## config.mk

```make
export PLATFORM = sky130hd
export DESIGN_NAME = jobf_ram
export DESIGN_NICKNAME = d
export VERILOG_FILES = /design/src/rtl/core/jobf_ram.sv
export SDC_FILE = /design/constraint.sdc
export NUM_CORES = 1
export LEC_CHECK = 0
export BUFFER_PORTS_ARGS = -buffer_cell sky130_fd_sc_hd__buf_2
export CAP_MARGIN = 20
export CELL_PAD_IN_SITES_DETAIL_PLACEMENT = 1
export CELL_PAD_IN_SITES_GLOBAL_PLACEMENT = 2
export CORE_ASPECT_RATIO = 0.6
export CORE_MARGIN = 4
export CORE_UTILIZATION = 30
export DETAILED_ROUTE_END_ITERATION = 8
export PLACE_DENSITY = 0.63
export SKIP_CTS_REPAIR_TIMING = 1
export SLEW_MARGIN = 20
export SYNTH_ARGS = -nofsm -noshare
export SYNTH_HDL_FRONTEND = slang
export SYNTH_SLANG_ARGS = --single-unit
```

## constraint.sdc

```tcl
create_clock -name clk -period 2.89 [get_ports clk]
set_input_delay 0.289 -clock clk [delete_from_list [all_inputs] [get_ports clk]]
set_output_delay 0.289 -clock clk [all_outputs]
set_load 0.05 [all_outputs]
```

## src/rtl/core/jobf_ram.sv

```systemverilog
module jobf_ram #(
  parameter int unsigned WIDTH = 8,
  parameter int unsigned DEPTH = 64
) (
  input  logic                     clk,
  input  logic                     we,
  input  logic [$clog2(DEPTH)-1:0] waddr,
  input  logic [WIDTH-1:0]         wdata,
  input  logic                     re,
  input  logic [$clog2(DEPTH)-1:0] raddr,
  output logic [WIDTH-1:0]         rdata
);

  logic [WIDTH-1:0] mem [DEPTH];

  // Single write port; the read data register holds while no read is issued.
  always_ff @(posedge clk) begin
    if (we) begin
      mem[waddr] <= wdata;
    end
    if (re) begin
      rdata <= mem[raddr];
    end
  end

endmodule

```

==> results.sh, run 1 <==
export IMPL_gp_congestion=0.778
export IMPL_drv_cap=0
export IMPL_globalRouteOverflowTotal=0
export IMPL_maxClockFrequency_mhz=466
export IMPL_final_max_slew_violation_count=0
export IMPL_syn_area_per_cell_um2=21.5
export IMPL_tritoncts="done"
export IMPL_detail_route_wirelength_um=52900
export IMPL_drtAntennaViolNets=0
export IMPL_initial_util_pct=30.4
export IMPL_core_rowCount=73
export IMPL_nNetsFinal=1111
export IMPL_clkLatencyLatePin_ns=0.57
export IMPL_cts_sinks=520
export IMPL_core_area_mm2=0.0665
export IMPL_cts_buffers_inserted=47
export IMPL_cts_buffer_depth=3
export IMPL_synth_yosys_seq_area_share_pct=77.1
export IMPL_rr_worst_depth=5
export IMPL_synth_async_sr_flop_share_pct=0
export IMPL_slew_headroom_pct=29.4
export IMPL_drt_iter0_markers=1055
export IMPL_num_vias=9988
export IMPL_worst_setup_path_start_kind="flop"
export IMPL_post_route_drc_count=0
export IMPL_hold_wc_path_type="in2reg"
export IMPL_io_buffers=30
export IMPL_main_area_contributors_after_synthesis="edfxtp_1, mux4_2, nor2_1"
export IMPL_grt_first_pass_wirelength_um=77300
export IMPL_finClkSkew_ns=0.0137
export IMPL_largest_net_degree_at_the_start_of_global_routing=65
export IMPL_die_outline_area_mm2=0.0718
export IMPL_totalNegativeSetupSlack_ns=0
export IMPL_synth_commonest_cells="edfxtp_1, mux4_2, nor2_1"
export IMPL_cp_max_fo=1
export IMPL_yosys_cell_count_top_type="edfxtp_1"
export IMPL_grt_total_usage_pct=14.8
export IMPL_detailed_placement_wirelength_estimate_um=35500
export IMPL_synth_largest_type_area_fraction_pct=77.1
export IMPL_vdd_ir_drop_worst_v=0.000499
export IMPL_yosysUniqueCellTypes=39
export IMPL_finalPower_w=0.0156
export IMPL_final_period_minus_worst_setup_slack_ns=2.15
export IMPL_synth_cell_area_mm2=0.0202
export IMPL_routedWlPerCell_um=26.1
export IMPL_drt_vias_per_instance=4.93
export IMPL_synthDominantAreaCellType="edfxtp_1"
export IMPL_power_density_mw_per_mm2=656
export IMPL_grt_antenna_before_repair=1
export IMPL_clk_pin_slew_worst_paths_ns=0.06
export IMPL_yosys_warnings=0
export IMPL_worst_ep_required_time_ns=3.19
export IMPL_chipWidth_um=343
export IMPL_ctsHtreeMaxLevel=2
export IMPL_synthesis_instances=940
export IMPL_setup_viol_count_final=0
export IMPL_postSynthNetCount=963
export IMPL_ioPinCount=31
export IMPL_layout_cell_area_non_filler_mm2=0.0237
export IMPL_cp_data_arrival_time_ns=2.45
export IMPL_clockRootBuffer="clkbuf_16"
export IMPL_static_leakage_power_nw=7.48
export IMPL_worst_slew_pin_slew_ns=1.06
export IMPL_run_status="finished clean"
export IMPL_drive_above_1_share_pct=32.0
export IMPL_first_global_vias=10370
export IMPL_type_of_destination_of_the_critical_path="flop"
export IMPL_detailed_routing_iteration_count_for_the_pre_antenna_repair_pass=5
export IMPL_hold_path_depth=1
export IMPL_critPathKind="reg2reg"
export IMPL_yosys_register_bits=520
export IMPL_unrepaired_setup_endpoints_after_global_routing="no"
export IMPL_die_height_um=209
export IMPL_synth_flop_cell="edfxtp_1"
export IMPL_area_growth_synth_to_final_pct=17.2
export IMPL_place_area_mm2=0.0222
export IMPL_number_of_enable_type_register_cells_in_the_synthesized_netlist=520
export IMPL_min_period_over_period_pct=74.3
export IMPL_finalHoldViolCount=0
==> per-stage QoR <==
step / cells / util, % / hold slack, ns / worst slack (ns)
finish: 2026 / 35.7 / 0.105 / 0.743
global route: 2025 / 35.7 / 0.0849 / 0.618
CTS: 2025 / 35.7 / 0.0760 / 0.718
detailed placement: 1939 / 33.4 / 0.684 / 0.123
global placement: 1939 / 33.4 / 0.685 / 0.168
floorplan: 940 / - / 0.388 / 0.795
==> kinds of logic (layout without fill, tap and decap cells) <==
family	Yosys count	in the layout	synth area share [%]
flip-flops	520	520	77.1
AO/OA/AOI/OAI	54	54	2.06
multiplexers	162	162	15.9
buffers and inverters	51	236	1.56
other	0	1	0
AND/OR/NAND/NOR	153	153	3.37
==> critical path: stages, from the launching register on <==
cell and delay [ns]:
edfxtp_1 0.36, mux4_2 0.47, mux2_2 0.27, o221a_2 0.31, nor3_1 0.33, o32ai_1 0.14
==> metal layers <==
| metal | GRT usage, % | up-vias | wire, um |
|---|---|---|---|
| li1 | - | 4235 | - |
| met1 | 24.9 | 5393 | 27200 |
| met2 | 19.7 | 305 | 21400 |
| met3 | 3.14 | 55 | 3640 |
| met4 | 2.21 | 0 | 593 |
| met5 | 0 | - | 0 |
==> worst paths after layout <==
check / startpoint / end / slack (ns)
setup / recovery: mem[29][4] / rdata[4] / 0.74
hold / removal: re / rdata[2] / 0.10
setup reg to reg: mem[29][4] / rdata[4] / 0.74
hold reg to reg: mem[30][6] / rdata[6] / 0.96
==> sequential cells by signal, indices dropped and copies added (netlist names) <==
| register | count |
|---|---|
| rdata | 8 |
| mem | 512 |
==> area by class of cell <==
cell class,instances,area (um2)
Tap cell,900,1130
Clock buffer,55,1250
Clock inverter,31,275
Fill cell,6607,42800
Sequential cell,520,15600
Multi-Input combinational cell,369,4320
Timing Repair Buffer,150,1140
Antenna cell,1,2.50
==> cell usage in the layout (no fill, tap or decap), drive strengths merged, types with 2 or more instances in the layout <==
cell type	instances
o21a	2
mux2i	23
nor2	83
mux2	13
nand2b	7
clkinv	24
bufinv	5
nand4	2
a221oi	6
mux4	126
a21oi	3
o32ai	2
o41ai	2
clkinvlp	2
buf	149
o221ai	8
a2111oi	2
o221a	2
o2bb2ai	3
clkbuf	56
nand3	13
edfxtp	520
nor4	2
nand3b	3
nor2b	14
o2111ai	3
o21ai	4
nor3	7
a211oi	4
nand2	19
a22oi	3
o22ai	8
==> power breakdown <==
group          total [W]  switching [W]  internal, W  leakage [nW]
Clock            0.00629        0.00275      0.00354         0.750
Sequential       0.00839      0.0000284      0.00836          4.69
Combinational   0.000893       0.000565     0.000328          2.04
Total             0.0156        0.00334       0.0122          7.48
Power figures use the tool's default switching activity.
==> run 2, diff against run 1 <==
--- a/config.mk
+++ b/config.mk
@@ -13,7 +13,7 @@
 export CORE_MARGIN = 4
 export CORE_UTILIZATION = 30
 export DETAILED_ROUTE_END_ITERATION = 8
-export PLACE_DENSITY = 0.63
+export PLACE_DENSITY = 0.65
 export SKIP_CTS_REPAIR_TIMING = 1
 export SLEW_MARGIN = 20
 export SYNTH_ARGS = -nofsm -noshare
==> constraint.sdc (replaced) <==
create_clock -name clk -period 1.7 [get_ports clk]
set_input_delay 0.17 -clock clk [delete_from_list [all_inputs] [get_ports clk]]
set_output_delay 0.17 -clock clk [all_outputs]
set_load 0.05 [all_outputs]
==> results.sh, run 2 (synthesized netlist as in run 1, its figures left out) <==
export IMPL_run_status="finished with violations"
export IMPL_multiInputGateArea_mm2=0.00442
export IMPL_nNetsFinal=1166
export IMPL_die_height_um=209
export IMPL_rr_worst_depth=6
export IMPL_vdd_ir_drop_worst_v=0.000671
export IMPL_worst_ep_required_time_ns=2.00
export IMPL_cts_sinks=520
export IMPL_final_period_minus_worst_setup_slack_ns=2.07
export IMPL_layout_cell_area_non_filler_mm2=0.0243
export IMPL_area_growth_synth_to_final_pct=20.1
export IMPL_r2r_start="mem[21][6]"
export IMPL_worst_r2r_setup_slack_ns=-0.37
export IMPL_drtAntennaViolNets=0
export IMPL_placement_setup_worst_slack_ns=-0.720
export IMPL_cp_data_arrival_time_ns=2.38
export IMPL_first_global_vias=10551
export IMPL_drv_cap=0
export IMPL_fin_util_pct=36.6
export IMPL_largestRegisters="mem: 512 flops, rdata: 8 flops"
export IMPL_final_max_slew_violation_count=0
export IMPL_finClkSkew_ns=0.0166
export IMPL_power_density_mw_per_mm2=1090
export IMPL_largest_register_ffs=512
export IMPL_final_critical_path_setup_slack_ns=-0.372
export IMPL_finalHoldViolCount=0
export IMPL_initial_util_pct=30.4
export IMPL_detailed_placement_wirelength_estimate_um=35800
export IMPL_worst_slew_pin_slew_ns=0.803
export IMPL_largest_register="mem"
export IMPL_final_hold_worst_slack_ns=0.0928
export IMPL_seq_area_mm2=0.0156
export IMPL_largest_net_degree_at_the_start_of_global_routing=65
export IMPL_worst_setup_path_start_kind="flop"
export IMPL_clkLatencyLatePin_ns=0.57
export IMPL_setup_viol_count_final=8
export IMPL_filler_instances=6616
export IMPL_commonest_non_fill_non_tap_cell_in_the_layout="edfxtp_1"
export IMPL_post_route_drc_count=0
export IMPL_static_leakage_power_nw=7.80
export IMPL_detail_route_wirelength_um=54300
export IMPL_detailed_routing_iteration_count_for_the_pre_antenna_repair_pass=5
export IMPL_violations="setup timing"
export IMPL_ioPinCount=31
export IMPL_hold_wc_path_type="in2reg"
export IMPL_tritoncts="done"
export IMPL_io_buffers=30
export IMPL_finalPower_w=0.0266
export IMPL_num_vias=10267
export IMPL_die_outline_area_mm2=0.0718
export IMPL_hp_start="wdata[0]"
export IMPL_grt_antenna_before_repair=3
export IMPL_timing_hold_worst_endpoint="mem[33][0]"
export IMPL_globalRouteOverflowTotal=0
export IMPL_cts_buffer_depth=3
export IMPL_cp_max_fo=1
export IMPL_grt_first_pass_wirelength_um=78400
export IMPL_rr_endpoint="rdata[6]"
export IMPL_top_library_cells_by_usage_in_the_layout_fill_and_taps_aside="edfxtp_1, buf_4, mux4_2, nor2_1, clkbuf_16"
export IMPL_ctsHtreeMaxLevel=2
export IMPL_clk_pin_slew_worst_paths_ns=0.07
export IMPL_chipWidth_um=343
export IMPL_grt_total_usage_pct=15.1
export IMPL_place_area_mm2=0.0227
export IMPL_gp_congestion=0.771
export IMPL_slew_headroom_pct=46.5
export IMPL_unrepaired_setup_endpoints_after_global_routing="yes"
export IMPL_routedWlPerCell_um=26.1
export IMPL_type_of_destination_of_the_critical_path="flop"
export IMPL_drt_vias_per_instance=4.94
export IMPL_core_area_mm2=0.0665
export IMPL_min_period_over_period_pct=122
export IMPL_drt_iter0_markers=1052
export IMPL_hold_path_depth=2
export IMPL_maxClockFrequency_mhz=483
export IMPL_clockRootBuffer="clkbuf_16"
export IMPL_cts_buffers_inserted=46
export IMPL_critPathKind="reg2reg"
export IMPL_drive_above_1_share_pct=36.3
export IMPL_core_rowCount=73
-- run 2: cell types whose count changed in the layout (fill, tap and decap cells not counted), sizes merged --
cell / change
bufinv: +1
clkinv: -4
inv: +1
clkbuf: -1
dlygate4sd3: +1
buf: +55
-- run 2: cell type report --
class	count	area share, %
tap	900	4.63
sequential	520	64.2
timing repair buffer	206	6.81
clock inverter	29	1.21
multi-input combinational	369	18.2
clock buffer	54	4.95
antenna	1	0.0103
-- run 2: worst max-delay path, stage by stage, from the launching register on --
cell,delay (ns)
edfxtp_1,0.36
mux4_2,0.48
mux2_2,0.30
o221a_2,0.30
nor3_2,0.14
buf_4,0.15
o32ai_1,0.08
-- run 2: where the power goes --
| group | total, W | switching, W | internal, W | leakage, nW |
|---|---|---|---|---|
| Sequential | 0.0143 | 0.0000508 | 0.0142 | 4.69 |
| Combinational | 0.00168 | 0.00100 | 0.000678 | 2.38 |
| Clock | 0.0106 | 0.00467 | 0.00597 | 0.737 |
-- run 2: how the worst max path moves through the flow --
stage	start	end	slack, ns	cells past startpoint
5_1_grt	mem[29][4]	rdata[4]	-0.41	6
3_5_place_dp	raddr[0]	rdata[3]	-0.72	7
6_report	mem[21][6]	rdata[6]	-0.37	6
2_1_floorplan	raddr[0]	rdata[7]	-0.16	7
3_3_place_gp	raddr[0]	rdata[7]	-0.65	6
4_1_cts	mem[29][4]	rdata[4]	-0.52	6
-- run 2: layer usage --
| metal | track usage (%) | share of wire, % | vias up |
|---|---|---|---|
| li1 | - | - | 4330 |
| met3 | 3.97 | 7.4 | 56 |
| met5 | 0 | 0.015 | - |
| met1 | 24.6 | 51 | 5582 |
| met4 | 2.34 | 1.3 | 2 |
| met2 | 20.2 | 41 | 297 |
-- run 2: through the flow --
step | instances | TNS, ns
floorplan | 940 | -1.20
global placement | 1994 | -4.94
detailed placement | 1994 | -6.31
CTS | 2077 | -2.80
global route | 2079 | -2.37
finish | 2079 | -1.96
==> run 3, diff against run 2 <==
--- a/config.mk
+++ b/config.mk
@@ -13,7 +13,7 @@
 export CORE_MARGIN = 4
 export CORE_UTILIZATION = 30
 export DETAILED_ROUTE_END_ITERATION = 8
-export PLACE_DENSITY = 0.65
+export PLACE_DENSITY = 0.63
 export SKIP_CTS_REPAIR_TIMING = 1
 export SLEW_MARGIN = 20
 export SYNTH_ARGS = -nofsm -noshare
==> constraint.sdc (replaced) <==
create_clock -name clk -period 2.6 [get_ports clk]
set_input_delay 0.26 -clock clk [delete_from_list [all_inputs] [get_ports clk]]
set_output_delay 0.26 -clock clk [all_outputs]
set_load 0.05 [all_outputs]
==> results.sh, run 3 (synthesized netlist as in run 1, its figures left out) <==
export IMPL_grt_first_pass_wirelength_um=78600
export IMPL_place_area_mm2=0.0224
export IMPL_commonest_non_fill_non_tap_cell_in_the_layout="edfxtp_1"
export IMPL_post_route_drc_count=0
export IMPL_clockRootBuffer="clkbuf_16"
export IMPL_gp_congestion=0.765
export IMPL_power_share_switching_pct=21.9
export IMPL_routedWlPerCell_um=26.6
export IMPL_io_buffers=30
export IMPL_detailed_placement_wirelength_estimate_um=36000
export IMPL_internal_power_w=0.0134
export IMPL_final_period_minus_worst_setup_slack_ns=2.33
export IMPL_antenna_diode_count=0
export IMPL_core_area_mm2=0.0665
export IMPL_share_comb_of_total_power_pct=6.0
export IMPL_initial_util_pct=30.4
export IMPL_run_status="finished clean"
export IMPL_clk_pin_slew_worst_paths_ns=0.07
export IMPL_area_growth_synth_to_final_pct=17.9
export IMPL_top_library_cells_by_usage_in_the_layout_fill_and_taps_aside="edfxtp_1, mux4_2, buf_4, nor2_1, clkbuf_16"
export IMPL_power_density_mw_per_mm2=720
export IMPL_clkLatencyLatePin_ns=0.59
export IMPL_hold_wc_path_type="in2reg"
export IMPL_drt_iter0_markers=1132
export IMPL_maxClockFrequency_mhz=429
export IMPL_cts_buffer_depth=3
export IMPL_share_clk_of_total_power_pct=39.8
export IMPL_largest_net_degree_at_the_start_of_global_routing=65
export IMPL_chipWidth_um=343
export IMPL_largest_register_ffs=512
export IMPL_totalNegativeSetupSlack_ns=0
export IMPL_worst_slew_pin_slew_ns=0.900
export IMPL_worst_ep_required_time_ns=2.90
export IMPL_critPathKind="reg2reg"
export IMPL_min_period_over_period_pct=89.7
export IMPL_grt_antenna_before_repair=1
export IMPL_globalRouteOverflowTotal=0
export IMPL_drive_above_1_share_pct=32.5
export IMPL_largestRegisters="mem: 512 flops, rdata: 8 flops"
export IMPL_detailed_routing_iteration_count_for_the_pre_antenna_repair_pass=6
export IMPL_finalHoldViolCount=0
export IMPL_die_height_um=209
export IMPL_vdd_ir_drop_worst_v=0.000449
export IMPL_cp_data_arrival_time_ns=2.63
export IMPL_type_of_destination_of_the_critical_path="flop"
export IMPL_static_leakage_power_nw=7.55
export IMPL_num_vias=10197
export IMPL_tritoncts="done"
export IMPL_multiInputGateArea_mm2=0.00432
export IMPL_drv_cap=0
export IMPL_final_max_slew_violation_count=0
export IMPL_unrepaired_setup_endpoints_after_global_routing="no"
export IMPL_filler_instances=6587
export IMPL_seq_area_mm2=0.0156
export IMPL_drtAntennaViolNets=0
export IMPL_net_switching_component_of_the_power_w=0.00377
export IMPL_grt_total_usage_pct=15.2
export IMPL_cts_sinks=520
export IMPL_layout_cell_area_non_filler_mm2=0.0239
export IMPL_slew_headroom_pct=40.0
export IMPL_nNetsFinal=1127
export IMPL_seq_power_share_pct=54.3
export IMPL_detail_route_wirelength_um=54100
export IMPL_largest_register="mem"
export IMPL_drt_vias_per_instance=5.00
export IMPL_cts_buffers_inserted=48
export IMPL_setup_viol_count_final=0
export IMPL_ctsHtreeMaxLevel=2
export IMPL_core_rowCount=73
export IMPL_ioPinCount=31
export IMPL_die_outline_area_mm2=0.0718
export IMPL_worst_setup_path_start_kind="flop"
export IMPL_finClkSkew_ns=0.0308
export IMPL_first_global_vias=10517
export IMPL_cp_max_fo=1
-- run 3: cell count changes in the layout (fill, tap and decap cells not counted), sizes merged --
| cell | change |
|---|---|
| clkbuf | +1 |
| bufinv | -3 |
| clkinv | +1 |
| clkinvlp | +1 |
| inv | +1 |
| buf | -40 |
| diode | -1 |
| dlygate4sd3 | -1 |
-- run 3: cell type report --
class | count | share of cell area [%]
multi-input cells | 369 | 18.1
repair buffers | 165 | 5.62
clock inverters | 29 | 0.912
flip-flops and latches | 520 | 65.4
clock buffers | 55 | 5.23
well taps | 900 | 4.72
-- run 3: worst paths after layout --
kind | startpoint | to | slack (ns) | cells past startpoint
worst max-delay path | mem[29][6] | rdata[6] | 0.27 | 5
worst min-delay path | re | rdata[7] | 0.08 | 1
worst max register to register | mem[29][6] | rdata[6] | 0.27 | 5
worst min register to register | mem[31][4] | rdata[4] | 0.99 | 3
-- run 3: through the flow --
| stage | setup slack, ns | util, % | cells | power (W) | hold slack [ns] |
|---|---|---|---|---|---|
| 2_1_floorplan | 0.534 | - | 940 | 0.0100 | 0.359 |
| 3_3_place_gp | 0.0562 | 33.7 | 1954 | 0.0105 | 0.687 |
| 3_5_place_dp | 0.0372 | 33.7 | 1954 | 0.0105 | 0.680 |
| 4_1_cts | 0.279 | 35.9 | 2038 | 0.0174 | 0.0432 |
| 5_1_grt | 0.259 | 35.9 | 2038 | 0.0178 | 0.0417 |
| 6_report | 0.268 | 35.9 | 2038 | 0.0172 | 0.0836 |
-- run 3: power groups by stage --
| stage | Clock (W) | Combinational, W | Sequential [W] |
|---|---|---|---|
| finish | 0.00683 | 0.00103 | 0.00933 |
| global placement | 0 | 0.00102 | 0.00951 |
| global route | 0.00743 | 0.00110 | 0.00932 |
| floorplan | 0 | 0.000495 | 0.00953 |
| detailed placement | 0 | 0.00104 | 0.00951 |
| CTS | 0.00702 | 0.00104 | 0.00933 |
-- run 3: critical path, stage by stage (launching register included) --
cell	delay, ns
edfxtp_1	0.37
mux4_2	0.48
mux2_2	0.27
o221a_2	0.30
nor3_1	0.43
o32ai_1	0.18
-- run 3: metal layers --
metal | global-route usage (%) | vias up | wire, um
met5 | 0 | - | 17
met4 | 2.31 | 2 | 660
met3 | 4.03 | 61 | 4330
met2 | 20.3 | 342 | 22000
met1 | 24.9 | 5544 | 27100
li1 | - | 4248 | -
